File: config.mk
export PLATFORM = sky130hd
export DESIGN_NAME = uv_sphere_mesh_generator
export DESIGN_NICKNAME = d
export VERILOG_FILES = /design/src/rtl/uvs_pkg.sv /design/src/rtl/uv_sphere_mesh_generator.sv /design/src/rtl/uvs_ctrl.sv /design/src/rtl/uvs_datapath.sv
export SDC_FILE = /design/constraint.sdc
export NUM_CORES = 2
export LEC_CHECK = 0
export ABC_CLOCK_PERIOD_IN_PS = 21200
export BUFFER_PORTS_ARGS = -buffer_cell sky130_fd_sc_hd__buf_2
export CAP_MARGIN = 20
export CORE_UTILIZATION = 46
export DETAILED_ROUTE_END_ITERATION = 8
export GPL_ROUTABILITY_DRIVEN = 0
export PLACE_DENSITY = 0.7
export SLEW_MARGIN = 20
export SYNTH_ARGS = -nofsm -noshare
export SYNTH_HDL_FRONTEND = slang
export SYNTH_SLANG_ARGS = --single-unit
File: constraint.sdc
create_clock -name i_clk -period 21.2 [get_ports i_clk]
set_clock_uncertainty 0.1 [all_clocks]
set_input_delay 2.12 -clock i_clk [delete_from_list [all_inputs] [get_ports i_clk]]
set_output_delay 2.12 -clock i_clk [all_outputs]
set_load 0.01 [all_outputs]
File: src/rtl/uvs_pkg.sv
`default_nettype none
package uvs_pkg;

    localparam int MAX_DIVISIONS     = 256;
    localparam int ANGLE_BITS        = 16;
    localparam int CORDIC_ITERATIONS = 16;

    localparam int COUNT_W = 9;
    localparam int NUM_W   = COUNT_W + ANGLE_BITS;
    localparam int NUM_CW  = $clog2(NUM_W + 1);
    localparam int ITER_W  = $clog2(CORDIC_ITERATIONS);
    localparam int IDX_W   = 17;
    localparam int POS_W   = 17;
    localparam int XY_W    = 33;
    localparam int PROD_W  = POS_W + XY_W;
    localparam int RAD_W   = 16;
    localparam int KIND_W  = 2;
    localparam int CFG_IW  = 2;

    localparam logic [COUNT_W-1:0] CNT_MAX =
        COUNT_W'((MAX_DIVISIONS < 256) ? MAX_DIVISIONS : 256);
    localparam logic [COUNT_W-1:0] MIN_SECTORS = COUNT_W'(3);
    localparam logic [COUNT_W-1:0] MIN_STACKS  = COUNT_W'(2);

    localparam logic signed [XY_W-1:0]   CORDIC_GAIN = XY_W'(652032874);
    localparam logic signed [PROD_W-1:0] POS_LIM     = PROD_W'(65535);
    localparam logic signed [PROD_W-1:0] ROUND_HALF  = PROD_W'(64'd1 << 29);

    localparam logic [CFG_IW-1:0] CFG_RADIUS  = 2'd0;
    localparam logic [CFG_IW-1:0] CFG_SECTORS = 2'd1;
    localparam logic [CFG_IW-1:0] CFG_STACKS  = 2'd2;

    localparam logic [KIND_W-1:0] KIND_VERTEX   = 2'd0;
    localparam logic [KIND_W-1:0] KIND_TRIANGLE = 2'd1;
    localparam logic [KIND_W-1:0] KIND_DONE     = 2'd2;

    typedef enum logic [1:0] {
        PH_VERT = 2'd0,
        PH_TRI  = 2'd1,
        PH_DONE = 2'd2
    } t_phase;

    typedef struct packed {
        logic restart;
        logic div_go;
        logic cor_go;
        logic mul_c;
        logic mul_s;
        logic wr_first;
        logic wr_second;
        logic row_mode;
        logic tri_go;
        logic fin;
    } t_cmd;

    typedef struct packed {
        logic phase_vert;
        logic tri_ok;
        logic need_row;
        logic div_done;
        logic cor_done;
    } t_status;

endpackage
`default_nettype wire

File: src/rtl/uv_sphere_mesh_generator.sv
// UV sphere mesh generator: one mesh element per input item.
// Input channel (i_valid / o_stall): i_restart=1 starts a new mesh and returns
// vertex 0; i_restart=0 returns the next element. Vertices come first, row by
// row, then the triangles of each cell; the final triangle has o_last set.
// Further items after the end return kind "finished" with all fields zero.
// Output channel (o_valid / i_stall): one result per item, held in registers
// until taken; the next item is accepted only after the result is taken.
// Config port (i_cfg_valid / o_cfg_ready, always ready): index 0 radius,
// 1 sector count, 2 stack count; write only while no item is in progress.
// Steps from acceptance to o_valid: a triangle or finished item goes from
// dispatch straight to the result registers; a vertex passes dispatch, the
// angle divider, the CORDIC and the scaling multiplier. A restart, and the
// last vertex of each row but the final one, add a second such pass for a
// row's ring radius and height.
// Synchronous active-low reset: radius 1.0, 36 sectors, 18 stacks, mesh in
// the finished state, no result pending. A stalled result holds its value.
`default_nettype none
module uv_sphere_mesh_generator
    import uvs_pkg::*;
(
    input  wire                      i_clk,
    input  wire                      i_rst_n,
    input  wire                      i_valid,
    output logic                     o_stall,
    input  wire                      i_restart,
    output logic                     o_valid,
    input  wire                      i_stall,
    output logic [KIND_W-1:0]        o_kind,
    output logic signed [POS_W-1:0]  o_pos_x,
    output logic signed [POS_W-1:0]  o_pos_y,
    output logic signed [POS_W-1:0]  o_pos_z,
    output logic [IDX_W-1:0]         o_index_a,
    output logic [IDX_W-1:0]         o_index_b,
    output logic [IDX_W-1:0]         o_index_c,
    output logic                     o_last,
    input  wire                      i_cfg_valid,
    output logic                     o_cfg_ready,
    input  wire [CFG_IW-1:0]         i_cfg_index,
    input  wire [RAD_W-1:0]          i_cfg_data
);

    t_cmd    cmd;
    t_status st;

    assign o_cfg_ready = 1'b1;

    uvs_ctrl u_ctrl (
        .i_clk     (i_clk),
        .i_rst_n   (i_rst_n),
        .i_valid   (i_valid),
        .i_restart (i_restart),
        .o_stall   (o_stall),
        .o_valid   (o_valid),
        .i_stall   (i_stall),
        .i_st      (st),
        .o_cmd     (cmd)
    );

    uvs_datapath u_dp (
        .i_clk       (i_clk),
        .i_rst_n     (i_rst_n),
        .i_cfg_we    (i_cfg_valid & o_cfg_ready),
        .i_cfg_index (i_cfg_index),
        .i_cfg_data  (i_cfg_data),
        .i_cmd       (cmd),
        .o_st        (st),
        .o_kind      (o_kind),
        .o_pos_x     (o_pos_x),
        .o_pos_y     (o_pos_y),
        .o_pos_z     (o_pos_z),
        .o_index_a   (o_index_a),
        .o_index_b   (o_index_b),
        .o_index_c   (o_index_c),
        .o_last      (o_last)
    );

endmodule
`default_nettype wire

File: src/rtl/uvs_ctrl.sv
`default_nettype none
module uvs_ctrl
    import uvs_pkg::*;
(
    input  wire     i_clk,
    input  wire     i_rst_n,
    input  wire     i_valid,
    input  wire     i_restart,
    output logic    o_stall,
    output logic    o_valid,
    input  wire     i_stall,
    input  t_status i_st,
    output t_cmd    o_cmd
);

    typedef enum logic [8:0] {
        S_IDLE  = 9'b000000001,
        S_DISP  = 9'b000000010,
        S_DIVGO = 9'b000000100,
        S_DIVW  = 9'b000001000,
        S_CORW  = 9'b000010000,
        S_M1    = 9'b000100000,
        S_M2    = 9'b001000000,
        S_M3    = 9'b010000000,
        S_OUT   = 9'b100000000
    } t_state;

    t_state r_state, n_state;
    logic   r_restart, n_restart;
    logic   r_mode, n_mode;         // 1: row load, 0: vertex
    logic   r_then_vtx, n_then_vtx; // row load followed by a vertex

    assign o_stall = (r_state != S_IDLE);
    assign o_valid = (r_state == S_OUT);

    always_comb begin
        n_state    = r_state;
        n_restart  = r_restart;
        n_mode     = r_mode;
        n_then_vtx = r_then_vtx;
        o_cmd      = '0;
        o_cmd.row_mode = r_mode;
        unique case (r_state)
            S_IDLE: begin
                if (i_valid) begin
                    n_restart = i_restart;
                    n_state   = S_DISP;
                end
            end
            S_DISP: begin
                priority if (r_restart) begin
                    o_cmd.restart = 1'b1;
                    n_mode     = 1'b1;
                    n_then_vtx = 1'b1;
                    n_state    = S_DIVGO;
                end else if (i_st.phase_vert) begin
                    n_mode  = 1'b0;
                    n_state = S_DIVGO;
                end else if (i_st.tri_ok) begin
                    o_cmd.tri_go = 1'b1;
                    n_state      = S_OUT;
                end else begin
                    o_cmd.fin = 1'b1;
                    n_state   = S_OUT;
                end
            end
            S_DIVGO: begin
                o_cmd.div_go = 1'b1;
                n_state      = S_DIVW;
            end
            S_DIVW: begin
                if (i_st.div_done) begin
                    o_cmd.cor_go = 1'b1;
                    n_state      = S_CORW;
                end
            end
            S_CORW: begin
                if (i_st.cor_done) n_state = S_M1;
            end
            S_M1: begin
                o_cmd.mul_c = 1'b1;
                n_state     = S_M2;
            end
            S_M2: begin
                o_cmd.mul_s    = 1'b1;
                o_cmd.wr_first = 1'b1;
                n_state        = S_M3;
            end
            S_M3: begin
                o_cmd.wr_second = 1'b1;
                if (r_mode) begin
                    if (r_then_vtx) begin
                        n_mode     = 1'b0;
                        n_then_vtx = 1'b0;
                        n_state    = S_DIVGO;
                    end else begin
                        n_state = S_OUT;
                    end
                end else if (i_st.need_row) begin
                    n_mode     = 1'b1;
                    n_then_vtx = 1'b0;
                    n_state    = S_DIVGO;
                end else begin
                    n_state = S_OUT;
                end
            end
            S_OUT: begin
                if (!i_stall) n_state = S_IDLE;
            end
            default: n_state = S_IDLE;
        endcase
    end

    always_ff @(posedge i_clk) begin
        if (!i_rst_n) begin
            r_state    <= S_IDLE;
            r_restart  <= 1'b0;
            r_mode     <= 1'b0;
            r_then_vtx <= 1'b0;
        end else begin
            r_state    <= n_state;
            r_restart  <= n_restart;
            r_mode     <= n_mode;
            r_then_vtx <= n_then_vtx;
        end
    end

endmodule
`default_nettype wire

File: src/rtl/uvs_datapath.sv
`default_nettype none
module uvs_datapath
    import uvs_pkg::*;
(
    input  wire                      i_clk,
    input  wire                      i_rst_n,
    input  wire                      i_cfg_we,
    input  wire [CFG_IW-1:0]         i_cfg_index,
    input  wire [RAD_W-1:0]          i_cfg_data,
    input  t_cmd                     i_cmd,
    output t_status                  o_st,
    output logic [KIND_W-1:0]        o_kind,
    output logic signed [POS_W-1:0]  o_pos_x,
    output logic signed [POS_W-1:0]  o_pos_y,
    output logic signed [POS_W-1:0]  o_pos_z,
    output logic [IDX_W-1:0]         o_index_a,
    output logic [IDX_W-1:0]         o_index_b,
    output logic [IDX_W-1:0]         o_index_c,
    output logic                     o_last
);

    function automatic logic [31:0] f_atan(input logic [4:0] i);
        unique case (i)
            5'd0:  f_atan = 32'h20000000;  5'd1:  f_atan = 32'h12E4051D;
            5'd2:  f_atan = 32'h09FB385B;  5'd3:  f_atan = 32'h051111D4;
            5'd4:  f_atan = 32'h028B0D43;  5'd5:  f_atan = 32'h0145D7E1;
            5'd6:  f_atan = 32'h00A2F61E;  5'd7:  f_atan = 32'h00517C55;
            5'd8:  f_atan = 32'h0028BE53;  5'd9:  f_atan = 32'h00145F2E;
            5'd10: f_atan = 32'h000A2F98;  5'd11: f_atan = 32'h000517CC;
            5'd12: f_atan = 32'h00028BE6;  5'd13: f_atan = 32'h000145F3;
            5'd14: f_atan = 32'h0000A2F9;  5'd15: f_atan = 32'h0000517C;
            5'd16: f_atan = 32'h000028BE;  5'd17: f_atan = 32'h0000145F;
            5'd18: f_atan = 32'h00000A2F;  5'd19: f_atan = 32'h00000517;
            5'd20: f_atan = 32'h0000028B;  5'd21: f_atan = 32'h00000145;
            5'd22: f_atan = 32'h000000A2;  5'd23: f_atan = 32'h00000051;
            default: f_atan = 32'h0;
        endcase
    endfunction

    function automatic logic signed [POS_W-1:0] f_round_sat(
        input logic signed [PROD_W-1:0] p);
        logic signed [PROD_W-1:0] t;
        t = (p + ROUND_HALF) >>> 30;
        if (t > POS_LIM)       f_round_sat = POS_W'(POS_LIM);
        else if (t < -POS_LIM) f_round_sat = POS_W'(-POS_LIM);
        else                   f_round_sat = POS_W'(t);
    endfunction

    // configuration
    logic [RAD_W-1:0]   r_radius;
    logic [COUNT_W-1:0] r_sec_cfg, r_stk_cfg;

    always_ff @(posedge i_clk) begin
        if (!i_rst_n) begin
            r_radius  <= RAD_W'(256);
            r_sec_cfg <= COUNT_W'(36);
            r_stk_cfg <= COUNT_W'(18);
        end else if (i_cfg_we) begin
            unique case (i_cfg_index)
                CFG_RADIUS:  r_radius  <= i_cfg_data;
                CFG_SECTORS: r_sec_cfg <= i_cfg_data[COUNT_W-1:0];
                CFG_STACKS:  r_stk_cfg <= i_cfg_data[COUNT_W-1:0];
                default: ;
            endcase
        end
    end

    logic [COUNT_W-1:0] sec, stk;
    always_comb begin
        sec = r_sec_cfg;
        if (sec < MIN_SECTORS) sec = MIN_SECTORS;
        if (sec > CNT_MAX)     sec = CNT_MAX;
        stk = r_stk_cfg;
        if (stk < MIN_STACKS) stk = MIN_STACKS;
        if (stk > CNT_MAX)    stk = CNT_MAX;
    end

    // mesh walk state
    t_phase             r_phase;
    logic [COUNT_W-1:0] r_row, r_col;
    logic               r_second;
    logic signed [POS_W-1:0] r_ring, r_height;

    logic [COUNT_W:0] row_p1, col_p1, sec_p1;
    assign row_p1 = {1'b0, r_row} + 1'b1;
    assign col_p1 = {1'b0, r_col} + 1'b1;
    assign sec_p1 = {1'b0, sec} + 1'b1;

    assign o_st.phase_vert = (r_phase == PH_VERT);
    assign o_st.tri_ok     = (r_phase == PH_TRI) && (r_row < stk);
    assign o_st.need_row   = (col_p1 > {1'b0, sec}) && (row_p1 <= {1'b0, stk});

    // triangle indices
    logic [19:0] k1w, k2w;
    logic [IDX_W-1:0] k1, k2;
    assign k1w = 20'(r_row) * 20'(sec_p1) + 20'(r_col);
    assign k2w = k1w + 20'(sec_p1);
    assign k1  = k1w[IDX_W-1:0];
    assign k2  = k2w[IDX_W-1:0];

    // restoring divider: count << shift / divisions
    logic [NUM_W-1:0]   r_num;
    logic [COUNT_W-1:0] r_rem, r_den;
    logic [NUM_CW-1:0]  r_dcnt;
    logic               r_dbusy, r_ddone;
    logic [COUNT_W:0]   trial;
    logic               tbit;
    assign trial = {r_rem, r_num[NUM_W-1]};
    assign tbit  = (trial >= {1'b0, r_den});
    assign o_st.div_done = r_ddone;

    always_ff @(posedge i_clk) begin
        if (!i_rst_n) begin
            r_dbusy <= 1'b0;
            r_ddone <= 1'b0;
        end else begin
            r_ddone <= 1'b0;
            if (i_cmd.div_go) begin
                r_dbusy <= 1'b1;
            end else if (r_dbusy && r_dcnt == NUM_CW'(1)) begin
                r_dbusy <= 1'b0;
                r_ddone <= 1'b1;
            end
        end
    end

    always_ff @(posedge i_clk) begin
        if (i_cmd.div_go) begin
            r_num  <= i_cmd.row_mode ? (NUM_W'(r_row) << (ANGLE_BITS - 1))
                                     : (NUM_W'(r_col) << ANGLE_BITS);
            r_den  <= i_cmd.row_mode ? stk : sec;
            r_rem  <= '0;
            r_dcnt <= NUM_CW'(NUM_W);
        end else if (r_dbusy) begin
            r_rem  <= tbit ? COUNT_W'(trial - {1'b0, r_den}) : trial[COUNT_W-1:0];
            r_num  <= {r_num[NUM_W-2:0], tbit};
            r_dcnt <= r_dcnt - 1'b1;
        end
    end

    // CORDIC, one micro-rotation a cycle
    logic [ANGLE_BITS-1:0]   ang;
    logic [29:0]             zfrac;
    logic signed [XY_W-1:0]  r_x, r_y, r_z;
    logic [1:0]              r_quad;
    logic [ITER_W-1:0]       r_icnt;
    logic                    r_cbusy, r_cdone;
    logic signed [XY_W-1:0]  dx, dy, at;
    logic signed [XY_W-1:0]  cos_v, sin_v;

    assign ang = i_cmd.row_mode
               ? ((ANGLE_BITS'(1) << (ANGLE_BITS - 2)) - r_num[ANGLE_BITS-1:0])
               : r_num[ANGLE_BITS-1:0];
    assign zfrac = 30'(ang[ANGLE_BITS-3:0]) << (32 - ANGLE_BITS);
    assign dx = r_y >>> r_icnt;
    assign dy = r_x >>> r_icnt;
    assign at = signed'(XY_W'(f_atan(5'(r_icnt))));
    assign o_st.cor_done = r_cdone;

    always_ff @(posedge i_clk) begin
        if (!i_rst_n) begin
            r_cbusy <= 1'b0;
            r_cdone <= 1'b0;
        end else begin
            r_cdone <= 1'b0;
            if (i_cmd.cor_go) begin
                r_cbusy <= 1'b1;
            end else if (r_cbusy && r_icnt == ITER_W'(CORDIC_ITERATIONS - 1)) begin
                r_cbusy <= 1'b0;
                r_cdone <= 1'b1;
            end
        end
    end

    always_ff @(posedge i_clk) begin
        if (i_cmd.cor_go) begin
            r_x    <= CORDIC_GAIN;
            r_y    <= '0;
            r_z    <= signed'(XY_W'(zfrac));
            r_quad <= ang[ANGLE_BITS-1:ANGLE_BITS-2];
            r_icnt <= '0;
        end else if (r_cbusy) begin
            if (!r_z[XY_W-1]) begin
                r_x <= r_x - dx;
                r_y <= r_y + dy;
                r_z <= r_z - at;
            end else begin
                r_x <= r_x + dx;
                r_y <= r_y - dy;
                r_z <= r_z + at;
            end
            r_icnt <= r_icnt + 1'b1;
        end
    end

    always_comb begin
        unique case (r_quad)
            2'd0:    begin cos_v = r_x;  sin_v = r_y;  end
            2'd1:    begin cos_v = -r_y; sin_v = r_x;  end
            2'd2:    begin cos_v = -r_x; sin_v = -r_y; end
            default: begin cos_v = r_y;  sin_v = -r_x; end
        endcase
    end

    // scaling multiplier, cos then sin
    logic signed [POS_W-1:0]  mul_v;
    logic signed [PROD_W-1:0] r_prod;
    logic signed [POS_W-1:0]  scaled;
    assign mul_v  = i_cmd.row_mode ? signed'({1'b0, r_radius}) : r_ring;
    assign scaled = f_round_sat(r_prod);

    always_ff @(posedge i_clk) begin
        if (i_cmd.mul_c)      r_prod <= PROD_W'(mul_v) * PROD_W'(cos_v);
        else if (i_cmd.mul_s) r_prod <= PROD_W'(mul_v) * PROD_W'(sin_v);
    end

    // walk state and result registers
    always_ff @(posedge i_clk) begin
        if (!i_rst_n) begin
            r_phase  <= PH_DONE;
            r_row    <= '0;
            r_col    <= '0;
            r_second <= 1'b0;
            r_ring   <= '0;
            r_height <= '0;
        end else begin
            if (i_cmd.restart) begin
                r_phase  <= PH_VERT;
                r_row    <= '0;
                r_col    <= '0;
                r_second <= 1'b0;
            end
            if (i_cmd.wr_first && i_cmd.row_mode)  r_ring   <= scaled;
            if (i_cmd.wr_second && i_cmd.row_mode) r_height <= scaled;
            if (i_cmd.wr_second && !i_cmd.row_mode) begin
                if (col_p1 > {1'b0, sec}) begin
                    r_col <= '0;
                    if (row_p1 > {1'b0, stk}) begin
                        r_phase  <= PH_TRI;
                        r_row    <= '0;
                        r_second <= 1'b1;
                    end else begin
                        r_row <= row_p1[COUNT_W-1:0];
                    end
                end else begin
                    r_col <= col_p1[COUNT_W-1:0];
                end
            end
            if (i_cmd.tri_go) begin
                if (!r_second && row_p1 < {1'b0, stk}) begin
                    r_second <= 1'b1;
                end else begin
                    r_second <= 1'b0;
                    if (col_p1 >= {1'b0, sec}) begin
                        r_col <= '0;
                        r_row <= row_p1[COUNT_W-1:0];
                        if (row_p1 >= {1'b0, stk}) r_phase <= PH_DONE;
                    end else begin
                        r_col <= col_p1[COUNT_W-1:0];
                        if (r_row >= stk) r_phase <= PH_DONE;
                    end
                end
            end
            if (i_cmd.fin) r_phase <= PH_DONE;
        end
    end

    always_ff @(posedge i_clk) begin
        if (i_cmd.wr_first && !i_cmd.row_mode) o_pos_x <= scaled;
        if (i_cmd.wr_second && !i_cmd.row_mode) begin
            o_kind    <= KIND_VERTEX;
            o_pos_y   <= scaled;
            o_pos_z   <= r_height;
            o_index_a <= '0;
            o_index_b <= '0;
            o_index_c <= '0;
            o_last    <= 1'b0;
        end
        if (i_cmd.tri_go) begin
            o_kind    <= KIND_TRIANGLE;
            o_pos_x   <= '0;
            o_pos_y   <= '0;
            o_pos_z   <= '0;
            o_index_a <= k1 + 1'b1;
            o_index_b <= r_second ? k2 : k1;
            o_index_c <= r_second ? k2 + 1'b1 : k2;
            if (!r_second && row_p1 < {1'b0, stk})
                o_last <= 1'b0;
            else if (col_p1 >= {1'b0, sec})
                o_last <= (row_p1 >= {1'b0, stk});
            else
                o_last <= (r_row >= stk);
        end
        if (i_cmd.fin) begin
            o_kind    <= KIND_DONE;
            o_pos_x   <= '0;
            o_pos_y   <= '0;
            o_pos_z   <= '0;
            o_index_a <= '0;
            o_index_b <= '0;
            o_index_c <= '0;
            o_last    <= 1'b0;
        end
    end

endmodule
`default_nettype wire

* Yosys cells after proc, flatten, opt, wreduce, memory -nomap -nowiden
Memory sizes are Yosys's and may differ from the RTL's. A register that Yosys moved wholly into a read port is not among the register bits. Index checks and enable logic that the tools add are counted. Widths: inputs -> output; s select.
Storage, ports and cells: flip-flop bits (word level) 413, ROM bits 480, bits of input ports 24, output and inout bits 108, word-level logic and storage cells 237, memories kept 1
Operators by class: add/subtract/negate cells 20, $mul 3, $lt $le $gt $ge 15, equal/unequal tests 24, shifts and indexed selects 2, mux-type cells 103, bitwise gates (word level) 1, reductions and logical operators 32
Memories:
- (name not given) | words 16, width 30, read ports 1, clocked after memory_dff 1, write ports 0, line uvs_datapath.sv:23 | unique case (i)
Operators with widths (number):
- $mux 9 | 28
- $pmux 33 s3 | 2
- $mux 17 | 9
- $mul 17x33->50 | 2
- $mux 50 | 2
- $add 33x33->33 | 3
- $mux 33 | 3
- $sub 33x33->33 | 3
- $pmux 9 s9 | 1
- $mux 25 | 3
- $neg 33->33 | 2
- $sshr 33x4->33 | 2
- $mux 30 | 2
- $add 50x31->50 const B | 1
- $add 17x1->17 const B | 2
- $mux 1 | 33
- $add 9x1->10 const B | 3
- $ge 10x9->1 | 3
- $mux 2 | 15
- $gt 10x9->1 | 2
- $gt 20x17->1 const B | 1
- $lt 20x17->1 const B | 1
- $gt 9x9->1 const B | 2
- $lt 9x2->1 const B | 2
- other kinds (40) | 73

* Depth between registers and ports, before layout
depth in word-level cells 12, depth in mapped cells 38, gate-level depth less buffers 37

* By module
Synthesis repeated with hierarchy kept, for this count alone.
Unflattened totals: cell total of the unflattened synthesis 8053, area, all modules 69748.1 um^2
Modules (own cells, without submodules):
- uvs_datapath | instances 1, cells an instance 7959, area an instance 68961.1 um^2, sequential area each 8758.4 um^2
- uvs_ctrl | instances 1, cells an instance 92, area an instance 775.7 um^2, sequential area each 240.2 um^2
- uv_sphere_mesh_generator | instances 1, cells an instance 2, area an instance 11.3 um^2, sequential area each 0.0 um^2

* Worst setup path before layout
Ideal clock, no wire load.
path type reg-to-reg, from register u_dp.r_y[1], to register u_dp.r_prod[45], data pin, setup time 254 ps, arrival 8782 ps, data required time 20846 ps, path slack 12064 ps, cell stages (with the launch flop) 34, buffers on the path 0, period minus slack after synthesis 9136 ps, path through dfxtp_1 -> or2_1 -> or4_4 -> nor3_4 -> nand2b_2 -> or3_4 -> or3_1 -> or3_4 -> nor2b_1 -> xnor2_1 -> nand2_1 -> o21ai_1 -> nor2_1 -> fa_1 -> fa_1 -> inv_1 -> fa_1 -> fa_1 -> fa_1 -> inv_1 -> fa_1 -> ha_1 -> and3_1 -> a21oi_1 -> o21ai_0 -> a2111o_1 -> o211ai_1 -> a31oi_1 -> a41oi_1 -> nor2b_1 -> a31o_2 -> a21oi_1 -> xnor2_1 -> o21a_1
On the way: longest elaborated chain between the ends 5, elaborated cells on any way between the ends 7, classes of those cells add/sub: 1; mul: 2; mux: 4
RTL lines:
- from (decl) | line uvs_datapath.sv:144 | logic signed [XY_W-1:0] r_x, r_y, r_z;
- from (signal assigned) | line uvs_datapath.sv:185 | r_y <= r_y + dy;
- from (signal assigned) | line uvs_datapath.sv:189 | r_y <= r_y - dy;
- $neg 33->33 | line uvs_datapath.sv:199, uvs_datapath.sv:200
- $pmux 33 s3 | line uvs_datapath.sv:197 | unique case (r_quad)
- $mul 17x33->50 | line uvs_datapath.sv:214 | else if (i_cmd.mul_s) r_prod <= PROD_W'(mul_v) * PROD_W'(sin_v);
- $mux 50 | line uvs_datapath.sv:214
- $mux 50 * | line uvs_datapath.sv:213 | if (i_cmd.mul_c) r_prod <= PROD_W'(mul_v) * PROD_W'(cos_v);
- to (signal assigned) | line uvs_datapath.sv:213
- to (signal assigned) | line uvs_datapath.sv:214
- to (decl) | line uvs_datapath.sv:207 | logic signed [PROD_W-1:0] r_prod;
Every way passes the cells marked *; elsewhere a longest branch is shown, timed or not. The select of a mux whose other input is x is not followed. A chain may end at the register's enable or synchronous reset.

* Worst setup path in the final report
Ends and elaborated chain as after synthesis.

==> out/qor.csv <==
stage,metric,value,unit
status,outcome,completed,
power,Internal,1.59,mW
clocking,CTS max path bufs,3,
clocking,Post-CTS Hold Fix Bufs,0,
setup_path,critical path class,reg -> reg,
synthesis,syn avg cell area,8.56,sq um
floorplanning,# rows,142,
timing,Slew @ Worst Pin,1160,ps
setup_path,crit-path most repeated cell,fa_1,
timing,Final Setup Violations,0,
setup_path,Worst Path Arrival,10840,ps
global_routing,Tot GR Track Use,0.268,
clocking,CTS tree,yes,
synthesis,synth warn,0,
setup_path,CP Launch Type,flip-flop,
timing,"Hold Violations, Final",0,
drt,DR WL/cell,20.2,microns
final_layout,register area,9020,sq um
power,combinational share of power,0.201,
power,Cell Pwr Density,30.5,nW/um^2
global_routing,vias in the first global route,59600,
final_layout,Multi-input gate area,55500,sq um
clocking,postcts setup bufs,0,
power,Pwr Total,2.28,mW
timing,slew margin rel.,0.219,
timing,count of pins over their slew limit,0,
final_layout,"most common cell after layout, fill and taps aside",nand2_1,
power,Seq pwr share,0.380,
drt,DRT iter0 DRCs,5174,
clocking,H-tree depth,2,
synthesis,"area leader, netlist",fa_1,
drt,via count,58400,
synthesis,Area contributors post-synth,"fa_1 32%, dfxtp_1 9.8%, ha_1 7.8%",
min_path,type of the most critical hold path,reg -> reg,
setup_path,CP max FO,8,
clocking,cells resized by post-CTS repair,0,
synthesis,Mapped Cells,8195,
synthesis,Synth Register Bits,414,
floorplanning,Die Area,154000,sq um
global_routing,antenna violations before repair,16,
run,MaxCap Viol Count,0,
global_routing,GRT overflow,0,
drt,total wire length,205000,microns
setup_path,Worst Path Required,21480,ps
power,Peak VDD IR,68.6,uV
final_layout,Fillers,14200,
final_layout,share of layout cells above drive strength 1,0.0640,
place,"worst slack, placed",10790,ps
drt,drt pass-1 iters,7,
synthesis,Post-synth EDFFs,71,
drt,number of nets with antenna violations after routing,0,
clocking,Worst-Skew Late Latency,630,ps
power,Leakage Power,31.6,nW
timing,unrepaired setup endpoints after global routing,no,
floorplanning,initial core utilization,0.466,
final_layout,number of nets in the layout,9647,
clocking,TritonCTS buffer count,49,
global_routing,global-route wire length before repair,328000,microns
synthesis,Synth Flop Type,dfxtp_1,
timing,fmax,0.0946,GHz
timing,fin crit period,10570,ps
clocking,Num Clock Sinks,414,
floorplanning,Boundary Pins,132,
drt,vias per std cell,5.77,
floorplanning,Die X,393,microns
synthesis,Synth Cell Area,70200,sq um
synthesis,asr flop ratio synth,0,
clocking,clock root buffer master,clkbuf_16,
place,Port Buffers,130,
synthesis,unique cell type count in the Yosys netlist,104,
final_layout,Util after Layout,0.495,
final_layout,most frequent cells in the layout,"1,191 x nand2_1, 1,136 x fa_1, 1,098 x inv_1",
power,switching share of power,0.303,
timing,Tcrit/Tclk final,0.499,
clocking,Worst-path clk slew,70,ps
floorplanning,placeable core area,151000,sq um
timing,Final Worst Setup Slack,10630,ps
drt,DRC Markers,0,
final_layout,Layout area overhead,6.19,%
setup_path,CP Capture Type,flip-flop,
floorplanning,DIE HEIGHT,393,microns
synthesis,sequential-to-total area share from yosys stat,0.128,
global_routing,largest net degree at the start of global routing,171,
power,clock share of power,0.419,
setup_path,"Max stage delay cell, worst path",fa_1,
synthesis,top-area cell type share of the netlist area,0.324,
power,P_sw,689,uW
place,Final HPWL DP,159000,microns
timing,setup TNS,0,ps
setup_path,max incr delay on CP,540,ps
[path summary, 6_finish.rpt]
check | start | endpoint | slack [ps] | cells past startpoint
setup / recovery | u_dp.r_y[1] | u_dp.r_prod[45] | 10630 | 33
hold / removal | u_dp.o_kind[0] | u_dp.o_kind[0] | 340 | 2
setup reg to reg | u_dp.r_y[1] | u_dp.r_prod[45] | 10630 | 33
hold reg to reg | u_dp.o_kind[0] | u_dp.o_kind[0] | 340 | 2
[area by class of cell]
cell class	instances	share of cell area
Multi-Input combinational cell	6247	0.745
Sequential cell	414	0.121
Inverter	1106	0.0557
Tap cell	2016	0.0338
Clock buffer	73	0.0213
Timing Repair Buffer	233	0.0193
Clock inverter	19	0.00348
Antenna cell	8	0.000269
[cell families (layout without fill, tap and decap cells)]
group | Yosys count | count (layout) | synth area share
compound gates | 1241 | 1241 | 0.111
xor+xnor | 433 | 433 | 0.0540
fa+ha+maj | 1572 | 1572 | 0.402
buf+inv | 1541 | 1431 | 0.0836
flops | 414 | 414 | 0.128
mux | 283 | 283 | 0.0529
other cells | 2 | 17 | 0.000107
simple gates | 2709 | 2709 | 0.168
[stage by stage]
| stage | cells | hold slack (ps) | cell area, sq um |
|---|---|---|---|
| after floorplan | 8202 | 332 | 70200 |
| after global placement | 10000 | 337 | 72600 |
| after detailed placement | 10000 | 334 | 72600 |
| after CTS | 10100 | 344 | 74500 |
| after global routing | 10100 | 368 | 74500 |
| final | 10100 | 342 | 74500 |
[layer usage]
metal | global-route usage | vias up | routed length [microns] | share of wire
met2 | 0.431 | 2808 | 93200 | 0.46
met5 | 0 | - | 138 | 0.00067
met1 | 0.345 | 28800 | 80900 | 0.40
li1 | - | 26100 | - | -
met3 | 0.0595 | 577 | 19800 | 0.097
met4 | 0.123 | 20 | 10500 | 0.052
[sequential cells by signal, indices dropped and copies added (netlist names), 16 cells and up]
signal	flops
u_dp.at	30
u_dp.o_index_a	17
u_dp.o_index_b	17
u_dp.o_index_c	17
u_dp.o_pos_x	17
u_dp.o_pos_y	17
u_dp.o_pos_z	17
u_dp.r_height	17
u_dp.r_num	25
u_dp.r_prod	21
u_dp.r_radius	16
u_dp.r_ring	17
u_dp.r_x	33
u_dp.r_y	33
u_dp.r_z	33
[cell usage after synthesis (53+ instances only)]
master    number
nand2_1     1191
fa_1        1136
inv_1       1098
nor2_1       831
ha_1         436
a21oi_1      367
clkbuf_1     359
dfxtp_1      343
xnor2_1      266
o21ai_0      249
xor2_1       167
mux2i_1      165
nand3_1      137
o21a_1       107
a211oi_1     106
nor3_1       103
a21o_1       100
and2_1        94
edfxtp_1      71
mux4_2        65
nor2b_1       60
nand2b_1      53
[critical path: cells and delay by family, from the launching register on]
family,cells,cell delay [ps]
AO/OA/AOI/OAI,10,2950
XOR/XNOR,1,80
AND/OR/NAND/NOR,11,3030
flip-flops,1,390
buffers and inverters,3,210
adder cells (fa/ha/maj),8,3540
[power groups by stage]
| stage | clock (mW) | sequential [mW] | combinational (mW) |
|---|---|---|---|
| global route | 0.994 | 0.867 | 0.503 |
| global placement | 0 | 0.879 | 0.436 |
| detailed placement | 0 | 0.880 | 0.448 |
| finish | 0.954 | 0.865 | 0.458 |
| CTS | 0.967 | 0.863 | 0.452 |
| floorplan | 0 | 0.871 | 0.329 |
Note: power is estimated with default switching activity, not from simulation.
